`src/rtl/core/olpef_pkg.sv`:
```
// Shared types and constants for the one-pole low-pass filter with remainder feedback.
// No dependencies.
package olpef_pkg;

  localparam int NUM_FILTERS_DEF = 16;
  localparam int SAMPLE_BITS_DEF = 32;

  localparam int SAMPLE_W   = 32;
  localparam int IDX_IN_W   = 4;
  localparam int NUM_W      = 16;
  localparam int DEN_W      = 24;
  localparam int REM_W      = 25;
  localparam int CFG_IDX_W  = 2;
  localparam int CFG_DATA_W = 24;

  localparam logic [CFG_IDX_W-1:0] CFG_ALPHA_NUM = 2'd0;
  localparam logic [CFG_IDX_W-1:0] CFG_ALPHA_DEN = 2'd1;

  localparam logic [NUM_W-1:0] NUM_RESET = 16'd1;
  localparam logic [DEN_W-1:0] DEN_RESET = 24'd1024;

  typedef enum logic [2:0] {
    ST_IDLE,
    ST_LOAD,
    ST_MUL,
    ST_ABS,
    ST_DIV,
    ST_FIN
  } olpef_state_t;

  typedef struct packed {
    logic busy;
    logic done;
  } serial_stat_t;

endpackage

```
`src/rtl/core/olpef_ram.sv`:
```
// Generic single-port-write, single-port-read RAM with registered read data.
// No dependencies.
module olpef_ram #(
  parameter int Width = 8,
  parameter int Depth = 16,
  localparam int AW = (Depth > 1) ? $clog2(Depth) : 1
) (
  input  logic             clk,
  input  logic             we,
  input  logic [AW-1:0]    waddr,
  input  logic [Width-1:0] wdata,
  input  logic [AW-1:0]    raddr,
  output logic [Width-1:0] rdata
);

  logic [Width-1:0] mem_r [Depth];

  always_ff @(posedge clk) begin
    if (we) begin
      mem_r[waddr] <= wdata;
    end
    rdata <= mem_r[raddr];
  end

endmodule

```
`src/rtl/core/olpef_mul.sv`:
```
// Bit-serial shift-add multiplier: one multiplier bit per cycle, accumulator preloaded.
// Depends on olpef_pkg.
module olpef_mul
  import olpef_pkg::*;
#(
  parameter int AccW = 50,
  parameter int MplW = 16
) (
  input  logic            clk,
  input  logic            rst_n,
  input  logic            start,
  input  logic [AccW-1:0] mcand,
  input  logic [MplW-1:0] mplier,
  input  logic [AccW-1:0] init,
  output serial_stat_t    stat,
  output logic [AccW-1:0] product
);

  localparam int CNT_W = $clog2(MplW + 1);

  logic [AccW-1:0]  acc_r;
  logic [AccW-1:0]  mcand_r;
  logic [MplW-1:0]  mplier_r;
  logic [CNT_W-1:0] cnt_r;
  logic             busy_r;

  assign stat.busy = busy_r;
  assign stat.done = busy_r && (cnt_r == CNT_W'(1));
  assign product   = acc_r;

  always_ff @(posedge clk) begin
    if (!rst_n) begin
      busy_r <= 1'b0;
      cnt_r  <= '0;
    end else if (start) begin
      busy_r <= 1'b1;
      cnt_r  <= CNT_W'(MplW);
    end else if (busy_r) begin
      cnt_r <= cnt_r - CNT_W'(1);
      if (cnt_r == CNT_W'(1)) begin
        busy_r <= 1'b0;
      end
    end
  end

  always_ff @(posedge clk) begin
    if (start) begin
      acc_r    <= init;
      mcand_r  <= mcand;
      mplier_r <= mplier;
    end else if (busy_r) begin
      acc_r    <= acc_r + (mplier_r[0] ? mcand_r : '0);
      mcand_r  <= {mcand_r[AccW-2:0], 1'b0};
      mplier_r <= {1'b0, mplier_r[MplW-1:1]};
    end
  end

endmodule

```
`src/rtl/core/olpef_div.sv`:
```
// Restoring radix-2 divider: one quotient bit per cycle, quotient shifts into the dividend.
// Depends on olpef_pkg.
module olpef_div
  import olpef_pkg::*;
#(
  parameter int DvdW = 50,
  parameter int DvsW = 24
) (
  input  logic            clk,
  input  logic            rst_n,
  input  logic            start,
  input  logic [DvdW-1:0] dividend,
  input  logic [DvsW-1:0] divisor,
  output serial_stat_t    stat,
  output logic [DvdW-1:0] quotient,
  output logic [DvsW-1:0] remainder
);

  localparam int CNT_W = $clog2(DvdW + 1);

  logic [DvdW-1:0]  quo_r;
  logic [DvsW-1:0]  rem_r;
  logic [CNT_W-1:0] cnt_r;
  logic             busy_r;
  logic [DvsW:0]    rem_sh;
  logic             ge;

  assign rem_sh    = {rem_r, quo_r[DvdW-1]};
  assign ge        = rem_sh >= {1'b0, divisor};
  assign stat.busy = busy_r;
  assign stat.done = busy_r && (cnt_r == CNT_W'(1));
  assign quotient  = quo_r;
  assign remainder = rem_r;

  always_ff @(posedge clk) begin
    if (!rst_n) begin
      busy_r <= 1'b0;
      cnt_r  <= '0;
    end else if (start) begin
      busy_r <= 1'b1;
      cnt_r  <= CNT_W'(DvdW);
    end else if (busy_r) begin
      cnt_r <= cnt_r - CNT_W'(1);
      if (cnt_r == CNT_W'(1)) begin
        busy_r <= 1'b0;
      end
    end
  end

  always_ff @(posedge clk) begin
    if (start) begin
      quo_r <= dividend;
      rem_r <= '0;
    end else if (busy_r) begin
      quo_r <= {quo_r[DvdW-2:0], ge};
      rem_r <= ge ? DvsW'(rem_sh - {1'b0, divisor}) : rem_sh[DvsW-1:0];
    end
  end

endmodule

```
`src/rtl/core/one_pole_lowpass_error_feedback.sv`:
```
// Flow: an accepted sample passes ST_LOAD, the serial multiply (ST_MUL), ST_ABS, the
//   serial divide (ST_DIV) and ST_FIN, with accumulator width ACC_W = min(SampleBits + 18, 64).
// A new sample is taken only in ST_IDLE, once the last one is through; ST_FIN waits
//   while out_valid is held unread, else the output register frees the input side.
// Reset (rst_n low, synchronous): control idle, alpha = 1/1024, all filter state
//   reads as zero through per-entry valid bits; no clearing pass.
module one_pole_lowpass_error_feedback
  import olpef_pkg::*;
#(
  parameter int NumFilters = NUM_FILTERS_DEF,
  parameter int SampleBits = SAMPLE_BITS_DEF
) (
  input  logic                       clk,
  input  logic                       rst_n,
  input  logic                       in_valid,
  output logic                       in_ready,
  input  logic signed [SAMPLE_W-1:0] in_sample,
  input  logic [IDX_IN_W-1:0]        in_filter_index,
  output logic                       out_valid,
  input  logic                       out_ready,
  output logic signed [SAMPLE_W-1:0] out_filtered,
  input  logic                       cfg_valid,
  output logic                       cfg_ready,
  input  logic [CFG_IDX_W-1:0]       cfg_index,
  input  logic [CFG_DATA_W-1:0]      cfg_data
);

  localparam int IDX_W  = (NumFilters > 1) ? $clog2(NumFilters) : 1;
  localparam int ACC_W  = (SampleBits + 18 > 64) ? 64 : SampleBits + 18;
  localparam int DIFF_W = SampleBits + 1;
  localparam int SUM_W  = SampleBits + 3;
  localparam int RAM_W  = SampleBits + REM_W;
  localparam logic [SampleBits-1:0] HI = {1'b0, {(SampleBits - 1){1'b1}}};
  localparam logic [SampleBits-1:0] LO = {1'b1, {(SampleBits - 1){1'b0}}};

  function automatic logic [IDX_W-1:0] idx_wrap(input logic [IDX_IN_W-1:0] v);
    logic [IDX_W-1:0] r;
    r = '0;
    for (int k = 0; k < (1 << IDX_IN_W); k++) begin
      if (v == IDX_IN_W'(k)) begin
        r = IDX_W'(k % NumFilters);
      end
    end
    return r;
  endfunction

  olpef_state_t state_r, state_nxt;

  logic [NUM_W-1:0]             alpha_num_r;
  logic [DEN_W-1:0]             alpha_den_r;
  logic [DEN_W-1:0]             den_eff;
  logic [NumFilters-1:0]        valid_r;
  logic                         vld_rd_r;
  logic [IDX_W-1:0]             idx_r;
  logic [IDX_W-1:0]             raddr;
  logic signed [SampleBits-1:0] sample_r;
  logic                         neg_r;
  logic                         out_valid_r;
  logic signed [SAMPLE_W-1:0]   out_filtered_r;

  logic [RAM_W-1:0]             ram_rdata;
  logic [RAM_W-1:0]             ram_wdata;
  logic                         ram_we;

  logic signed [SampleBits-1:0] prev_s;
  logic signed [REM_W-1:0]      rem_old_s;
  logic signed [DIFF_W-1:0]     diff_s;

  logic                         mul_start;
  serial_stat_t                 mul_stat;
  logic [ACC_W-1:0]             mul_prod;
  logic [ACC_W-1:0]             mag;

  logic                         div_start;
  serial_stat_t                 div_stat;
  logic [ACC_W-1:0]             div_quo;
  logic [DEN_W-1:0]             div_rem;

  logic                         q_over;
  logic [SUM_W-1:0]             q_mag;
  logic [SUM_W-1:0]             q_sgn;
  logic [SUM_W-1:0]             sum;
  logic                         in_range;
  logic signed [SampleBits-1:0] result_s;
  logic [REM_W-1:0]             rem_new;
  logic                         fin_fire;
  logic                         in_xfer;

  assign in_ready     = (state_r == ST_IDLE);
  assign in_xfer      = in_valid && in_ready;
  assign cfg_ready    = 1'b1;
  assign out_valid    = out_valid_r;
  assign out_filtered = out_filtered_r;
  assign den_eff      = (alpha_den_r == '0) ? DEN_W'(1) : alpha_den_r;
  assign raddr        = in_ready ? idx_wrap(in_filter_index) : idx_r;

  // stored state, zero until first write of the entry
  assign prev_s    = vld_rd_r ? ram_rdata[RAM_W-1:REM_W] : '0;
  assign rem_old_s = vld_rd_r ? ram_rdata[REM_W-1:0] : '0;
  assign diff_s    = DIFF_W'(sample_r) - DIFF_W'(prev_s);

  assign mag = mul_prod[ACC_W-1] ? (~mul_prod + ACC_W'(1)) : mul_prod;

  // quotient magnitude above 2^SampleBits saturates directly
  assign q_over   = (|div_quo[ACC_W-1:SampleBits+1]) ||
                    (div_quo[SampleBits] && (|div_quo[SampleBits-1:0]));
  assign q_mag    = SUM_W'(div_quo[SampleBits:0]);
  assign q_sgn    = neg_r ? (~q_mag + SUM_W'(1)) : q_mag;
  assign sum      = SUM_W'(prev_s) + q_sgn;
  assign in_range = (&sum[SUM_W-1:SampleBits-1]) || !(|sum[SUM_W-1:SampleBits-1]);

  always_comb begin
    if (q_over) begin
      result_s = neg_r ? LO : HI;
    end else if (in_range) begin
      result_s = sum[SampleBits-1:0];
    end else begin
      result_s = sum[SUM_W-1] ? LO : HI;
    end
  end

  assign rem_new   = neg_r ? (~{1'b0, div_rem} + REM_W'(1)) : {1'b0, div_rem};
  assign ram_wdata = {result_s, rem_new};
  assign ram_we    = fin_fire;

  always_comb begin
    state_nxt = state_r;
    mul_start = 1'b0;
    div_start = 1'b0;
    fin_fire  = 1'b0;
    case (state_r)
      ST_IDLE: begin
        if (in_valid) begin
          state_nxt = ST_LOAD;
        end
      end
      ST_LOAD: begin
        mul_start = 1'b1;
        state_nxt = ST_MUL;
      end
      ST_MUL: begin
        if (mul_stat.done) begin
          state_nxt = ST_ABS;
        end
      end
      ST_ABS: begin
        div_start = 1'b1;
        state_nxt = ST_DIV;
      end
      ST_DIV: begin
        if (div_stat.done) begin
          state_nxt = ST_FIN;
        end
      end
      ST_FIN: begin
        if (!out_valid_r || out_ready) begin
          fin_fire  = 1'b1;
          state_nxt = ST_IDLE;
        end
      end
      default: begin
        state_nxt = ST_IDLE;
      end
    endcase
  end

  always_ff @(posedge clk) begin
    if (!rst_n) begin
      state_r     <= ST_IDLE;
      alpha_num_r <= NUM_RESET;
      alpha_den_r <= DEN_RESET;
      valid_r     <= '0;
      out_valid_r <= 1'b0;
    end else begin
      state_r <= state_nxt;
      if (cfg_valid && cfg_ready) begin
        case (cfg_index)
          CFG_ALPHA_NUM: alpha_num_r <= cfg_data[NUM_W-1:0];
          CFG_ALPHA_DEN: alpha_den_r <= cfg_data[DEN_W-1:0];
          default: ;
        endcase
      end
      if (fin_fire) begin
        valid_r[idx_r] <= 1'b1;
        out_valid_r    <= 1'b1;
      end else if (out_ready) begin
        out_valid_r <= 1'b0;
      end
    end
  end

  always_ff @(posedge clk) begin
    vld_rd_r <= valid_r[raddr];
    if (in_xfer) begin
      idx_r    <= idx_wrap(in_filter_index);
      sample_r <= SampleBits'(in_sample);
    end
    if (state_r == ST_ABS) begin
      neg_r <= mul_prod[ACC_W-1];
    end
    if (fin_fire) begin
      out_filtered_r <= SAMPLE_W'(result_s);
    end
  end

  olpef_ram #(
    .Width(RAM_W),
    .Depth(NumFilters)
  ) u_state_ram (
    .clk  (clk),
    .we   (ram_we),
    .waddr(idx_r),
    .wdata(ram_wdata),
    .raddr(raddr),
    .rdata(ram_rdata)
  );

  olpef_mul #(
    .AccW(ACC_W),
    .MplW(NUM_W)
  ) u_mul (
    .clk    (clk),
    .rst_n  (rst_n),
    .start  (mul_start),
    .mcand  (ACC_W'(diff_s)),
    .mplier (alpha_num_r),
    .init   (ACC_W'(rem_old_s)),
    .stat   (mul_stat),
    .product(mul_prod)
  );

  olpef_div #(
    .DvdW(ACC_W),
    .DvsW(DEN_W)
  ) u_div (
    .clk      (clk),
    .rst_n    (rst_n),
    .start    (div_start),
    .dividend (mag),
    .divisor  (den_eff),
    .stat     (div_stat),
    .quotient (div_quo),
    .remainder(div_rem)
  );

`ifndef SYNTHESIS
  a_mul_busy: assert property (@(posedge clk) disable iff (!rst_n)
    (state_r == ST_MUL) |-> mul_stat.busy)
    else $error("multiplier idle during multiply phase");

  a_div_busy: assert property (@(posedge clk) disable iff (!rst_n)
    (state_r == ST_DIV) |-> div_stat.busy)
    else $error("divider idle during divide phase");

  a_units_idle: assert property (@(posedge clk) disable iff (!rst_n)
    in_ready |-> (!mul_stat.busy && !div_stat.busy))
    else $error("serial unit busy while accepting input");

  a_rem_bound: assert property (@(posedge clk) disable iff (!rst_n)
    (state_r == ST_FIN) |-> (div_rem < den_eff))
    else $error("remainder not below divisor");
`endif

endmodule
```
`config.mk`:
```
export PLATFORM = sky130hd
export DESIGN_NAME = one_pole_lowpass_error_feedback
export DESIGN_NICKNAME = d
export VERILOG_FILES = /design/src/rtl/core/olpef_pkg.sv /design/src/rtl/core/olpef_ram.sv /design/src/rtl/core/olpef_mul.sv /design/src/rtl/core/olpef_div.sv /design/src/rtl/core/one_pole_lowpass_error_feedback.sv
export SDC_FILE = /design/constraint.sdc
export NUM_CORES = 2
export LEC_CHECK = 0
export BUFFER_PORTS_ARGS = -buffer_cell sky130_fd_sc_hd__buf_2
export CAP_MARGIN = 25
export CORE_MARGIN = 5
export CORE_UTILIZATION = 50
export CTS_CLUSTER_DIAMETER = 80
export DETAILED_ROUTE_END_ITERATION = 8
export PLACE_DENSITY = 0.66
export SLEW_MARGIN = 20
export SYNTH_ARGS = -nofsm -noshare
export SYNTH_HDL_FRONTEND = slang
export SYNTH_SLANG_ARGS = --single-unit
```
`constraint.sdc`:
```
create_clock -name clk -period 9.8 [get_ports clk]
set_input_delay 1.96 -clock clk [delete_from_list [all_inputs] [get_ports clk]]
set_output_delay 1.96 -clock clk [all_outputs]
set_load 0.03 [all_outputs]
```
# Word level (Yosys, flattened, before mapping)
# Memories as Yosys holds them, arrays and structs flattened. A register that Yosys moved wholly into a read port is not among the register bits.
# Index checks and enable logic that the tools add are counted.
# totals
reg_bits	333
latch_bits	0
ramBits	912
mem_bits_ro	0
input_bits	67
out_inout_bits	35
n_memories	1
# memory_table
name	words	width	read_ports	rd_ports_with_merged_regs	wr	line_no	source
u_state_ram.mem_r	16	57	1	1	1	olpef_ram.sv:16	logic [Width-1:0] mem_r [Depth];
# classes
addsub	9
n_mul	0
div	0
n_lt_le_gt_ge	4
n_eq_ne	27
n_shift	0
mux	63
bitwise	5
reduce_logical	25
# ops
cell	n
$mux W50	8
$mux W32	5
$mux W4	15
$add A50 B1 Y50 const B	1
$add A50 B50 Y50	1
$mux W25	2
$not A50 Y50	1
$mux W24	2
$add A35 B1 Y35 const B	1
$add A35 B35 Y35	1
$mux W35	1
$not A33 Y35	1
$sub A32 B32 Y33	1
$eq A4 B4 Y1 const B	8
$mux W16	2
$reduce_or A32 Y1	1
$add A25 B1 Y25 const B	1
$ge A25 B24 Y1	1
$not A24 Y25	1
$logic_not A24 Y1	1
$sub A24 B24 Y24	1
$pmux W3 S6	1
$mux W1	17
$reduce_or A17 Y1	1
31 further kinds	58

# Depth between registers and ports, before layout
# depth
word_depth	19
depth_mapped	20
mapped_depth_nobuf	18

# Cells and area by module
# Synthesis repeated with hierarchy kept, for this count alone.
# unflattened
cells_unflattened	4070
hier_area_um2	59359.4
# modules_own_cells
module	instances	cells_per_inst	area_each_um2
olpef_ram	1	1470	35252.6
one_pole_lowpass_error_feedback	1	1328	11135.7
olpef_mul	1	786	8091.5
olpef_div	1	486	4879.7

# Least setup slack after synthesis
# No wires, ideal clock.
# synth_timing
path_kind	input -> register
startpoint	in out_ready
endpoint	mem u_state_ram.mem_r[4][0] (netlist bit) (enable)
arrival_ps	7839
required_ps	9256
slack_ps	1416
path_stages	4
n_path_buf	0
path_cell_list	nor2b_1 nor2_1 nand3b_1 nor3_1
# synth_between
elab_chain_len	5
# synth_rtl
item	line_no	source
start, declared	one_pole_lowpass_error_feedback.sv:20	input logic out_ready,
$logic_or A1 B1 Y1	one_pole_lowpass_error_feedback.sv:156	if (!out_valid_r || out_ready) begin
$mux W1	one_pole_lowpass_error_feedback.sv:156	
$mux W1	one_pole_lowpass_error_feedback.sv:131	case (state_r)
via fin_fire	one_pole_lowpass_error_feedback.sv:86	logic fin_fire;
$mux W1	olpef_ram.sv:19	if (we) begin
$mux W1 (not written as such)	olpef_ram.sv:20	mem_r[waddr] <= wdata;
end, declared	olpef_ram.sv:16	
# The timed path passes the listed nets, and every way through them passes these cells.

# Worst setup path in the final report
# layout_timing
startpoint	reg u_div.quo_r[4], in the netlist u_div.quotient[4]
endpoint	mem u_state_ram.mem_r[15][36] (netlist bit) (data pin)
# layout_between
elab_chain_len	9
# layout_rtl
item	line_no	source
start, declared	olpef_div.sv:21	logic [DvdW-1:0] quo_r;
start signal, assigned	olpef_div.sv:52	quo_r <= dividend;
start signal, assigned	olpef_div.sv:55	quo_r <= {quo_r[DvdW-2:0], ge};
$not A33 Y35	one_pole_lowpass_error_feedback.sv:108	assign q_sgn = neg_r ? (~q_mag + SUM_W'(1)) : q_mag;
$add A35 B1 Y35	one_pole_lowpass_error_feedback.sv:108	
$mux W35	one_pole_lowpass_error_feedback.sv:108	
$add A35 B35 Y35	one_pole_lowpass_error_feedback.sv:109	assign sum = SUM_W'(prev_s) + q_sgn;
$reduce_or A4 Y1	one_pole_lowpass_error_feedback.sv:110	assign in_range = (&sum[SUM_W-1:SampleBits-1]) || !(|sum[SUM_W-1:SampleBits-1]);
$logic_not A1 Y1	one_pole_lowpass_error_feedback.sv:110	
$logic_or A1 B1 Y1	one_pole_lowpass_error_feedback.sv:110	
$mux W32	one_pole_lowpass_error_feedback.sv:115	end else if (in_range) begin
$mux W32 (*)	one_pole_lowpass_error_feedback.sv:113	if (q_over) begin
via result_s[11]	one_pole_lowpass_error_feedback.sv:84	logic signed [SampleBits-1:0] result_s;
# Mark *: on every way through the listed nets, which the timed path passes. The rest lies on a longest branch.

==> impl_metrics.yaml <==
run_status:
  status: "complete, no violations"
cells_and_area:
  nFillCells: 9206
  multi_input_area_um2: 20400
  area.growth.synth_to_final_pct: 12.1
  postLayoutCoreUtil: 0.566
  seqCellArea_um2: 37500
  fin_nets: 4521
  drive_gt1_frac: 0.160
synth:
  yosys_warnings: 0
  synthesis.area_um2: 58800
  synthDistinctLibCells: 84
  avgSynthCellArea_um2: 14.1
  synth_edf_count: 1147
  synth_top_area_frac: 0.586
  synth-async-reset-ratio: 0
  synth.area.top_cells: "edfxtp_1 (59%), mux4_2 (8.9%), dfxtp_1 (5.3%), ha_1 (3.2%), nand2_1 (3.0%)"
  synth_cells: 4182
  ys_seq_area_frac: 0.638
  ys.flop_type: "edfxtp_1"
  yosysTopAreaCell: "edfxtp_1"
  synth-seq-cells: 1302
  syn_nets: 4402
clock_tree:
  cts_tree: "yes"
  htreeDepth: 4
  clockBufferDepth: 3
  clock_sinks: 1302
  path_clk_slew_ns: 0.06
  post-cts-setup-buffer-count: 0
  cts-root-buf: "clkbuf_16"
  numCtsBuffers: 136
  postCtsResizedCells: 0
  clk_latency_ns: 0.78
  cts_hold_buf: 0
setup_path:
  startpoint_type: "register"
  end_kind: "register"
  cp.required_ns: 10.22
  path_max_fanout: 25
  max_stage_delay_ns: 0.96
  crit_type: "register to register"
  worstPathArrival_ns: 7.25
  cp_slowest_cell: "o31ai_2"
  crit_chain: "or4_1, nor3_1, nor4bb_1, nand2_1, or3_1, or4_1, ha_1, mux2_2, ha_1, nand4_1, nor3_1, a221o_1, a211oi_1, xor2_1, nor4_1, o21bai_4, o31ai_2"
floorplan:
  num_rows: 125
  dieArea_um2: 125000
  die_w_um: 353
  initial_utilization: 0.505
  core_um2: 117000
  die_height_um: 353
  ioPinCount: 102
global_routing:
  grt_remaining_overflow: 0
  grt_pass1_vias: 34900
  antenna_found_initial: 4
  grt_pass1_wl_um: 221000
  grt_max_degree: 129
  grt_usage: 0.234
power_and_ir_drop:
  p_seq_frac: 0.448
  switching_share: 0.296
  intPower_mw: 10.9
  clockPowerShare: 0.331
  p_sw_mw: 4.58
  power_density_nw_per_um2: 235
  peakVddDrop_mv: 0.186
  power.leakage_nw: 22.8
  p_comb_frac: 0.220
drt:
  drc: 0
  viasPerCell: 6.12
  dr.pass1.iters: 5
  vias: 36300
  wire_per_inst_um: 24.9
  first_iter_violations: 3582
  ant_nets: 0
  wirelength_um: 148000
sta:
  fin_crit_ns: 6.83
  slew_headroom: 0.261
  rsz0062_at_grt: "false"
  clock-skew-final_ns: 0.0235
  finalHoldViolations: 0
  finalSetupTns_ns: 0
  period_share: 0.697
  timing_max_transition_violations_final: 0
  max_freq_mhz: 146
  setup_viol: 0
  tightest_slew_ns: 1.10
min_path:
  hp-class: "register to register"
placed_design:
  place_hpwl_um: 90500
  port_buffers: 100
  gp_congestion: 0.906
job:
  maxCapViolCount: 0
layer usage:
| layer | share of wire | up-vias | routed length (µm) | track usage |
|---|---|---|---|---|
| li1 | - | 16300 | - | - |
| met1 | 0.44 | 18400 | 64700 | 0.346 |
| met2 | 0.46 | 1442 | 67500 | 0.359 |
| met3 | 0.085 | 202 | 12500 | 0.0441 |
| met4 | 0.022 | 8 | 3320 | 0.0624 |
| met5 | 0.00029 | - | 43 | 0 |
cells in the final DEF, fill, tap and decap left out, types with 61 or more instances in the layout:
master	count
xnor2_1	115
a21oi_1	146
nand3_1	61
a31oi_1	75
ha_1	149
and2_1	118
dfxtp_1	154
clkbuf_16	138
inv_1	100
buf_4	76
a211oi_1	82
mux4_2	232
o21ai_0	247
nor2_1	125
edfxtp_1	1147
a21o_1	62
buf_2	104
nand2_1	472
xor2_1	98
logic make-up (layout without fill, tap and decap cells):
| logic type | Yosys count | in the layout | share of synthesized area |
|---|---|---|---|
| flip-flops | 1302 | 1302 | 0.638 |
| AND/OR/NAND/NOR | 1051 | 1051 | 0.0862 |
| AO/OA/AOI/OAI | 889 | 889 | 0.0966 |
| buffers and inverters | 309 | 541 | 0.0199 |
| multiplexers | 259 | 259 | 0.0935 |
| XOR/XNOR | 218 | 218 | 0.0325 |
| adder cells (fa/ha/maj) | 153 | 153 | 0.0331 |
| other | 1 | 3 | 0.0000637 |
flip-flops by register name, indices dropped and copies added, names as in the netlist, 24 cells and up:
signal,count
u_state_ram.rdata,57
u_mul.mcand_r,50
u_div.quotient,50
out_filtered,32
u_mul.product,50
u_div.remainder,24
sample_r,32
u_state_ram.mem_r,912
alpha_den_r,24
cell type report:
class | instances | share of cell area
clock inverters | 64 | 0.0105
clock buffers | 187 | 0.0568
repair buffers | 190 | 0.0193
inverters | 100 | 0.00569
flip-flops and latches | 1302 | 0.569
diodes | 2 | 0.0000759
well taps | 1524 | 0.0289
multi-input cells | 2571 | 0.309
power groups by stage:
stage | clock (mW) | sequential [mW] | combinational [mW]
final | 5.14 | 6.95 | 3.41
after global routing | 5.47 | 6.98 | 3.75
after CTS | 5.22 | 6.95 | 3.38
after detailed placement | 0 | 7.06 | 3.36
after global placement | 0 | 7.06 | 3.31
after floorplan | 0 | 6.92 | 2.45
cell usage after synthesis (all sizes together) (6+ instances only):
master and instances:
mux2i 23, nand3 63, o211ai 10, nand2 473
inv 100, edfxtp 1147, o31a 14, clkbuf 176
nor4 17, buf 33, xnor2 120, a31oi 76
and3 26, o21a 37, nor3 37, ha 149
xor2 98, or2 19, o31ai 44, a21o 62
o21ai 274, or4 24, nand3b 6, nand2b 33
nor2 138, nand4 23, o41ai 17, and2 121
o21bai 21, mux4 232, a21oi 146, dfxtp 155
or3 17, nor4b 6, a211oi 85, nor2b 29
a21boi 48, a221oi 6
worst paths after layout:
kind	depth (start not counted)	start	end	slack, ns
worst max-delay path	17	u_div.quotient[4]$_DFFE_PP_	u_state_ram.mem_r[15][36]$_DFFE_PP_	2.97
worst min register to register	1	valid_r[1]$_SDFFE_PN0P_	valid_r[1]$_SDFFE_PN0P_	0.46
worst max register to register	17	u_div.quotient[4]$_DFFE_PP_	u_state_ram.mem_r[15][36]$_DFFE_PP_	2.97
worst min-delay path	1	valid_r[1]$_SDFFE_PN0P_	valid_r[1]$_SDFFE_PN0P_	0.46
metrics by stage:
| stage | cell area, µm² | hold slack [ns] | power (mW) | cells | setup WS [ns] |
|---|---|---|---|---|---|
| after floorplan | 58800 | 0.435 | 9.37 | 4182 | 1.42 |
| after global placement | 61300 | 0.443 | 10.4 | 5668 | 3.00 |
| after detailed placement | 61400 | 0.448 | 10.4 | 5677 | 2.99 |
| after CTS | 65800 | 0.461 | 15.6 | 5928 | 2.99 |
| after global routing | 65900 | 0.483 | 16.2 | 5938 | 2.64 |
| final | 65900 | 0.458 | 15.5 | 5940 | 2.97 |
critical path: cells and delay by family, from the launching register on:
family | cells | cell delay [ns]
compound gates | 4 | 1.92
xor+xnor | 1 | 0.19
fa+ha+maj | 2 | 0.65
flops | 1 | 0.46
mux | 1 | 0.28
simple gates | 9 | 2.97
Note: power is estimated with default switching activity, not from simulation.
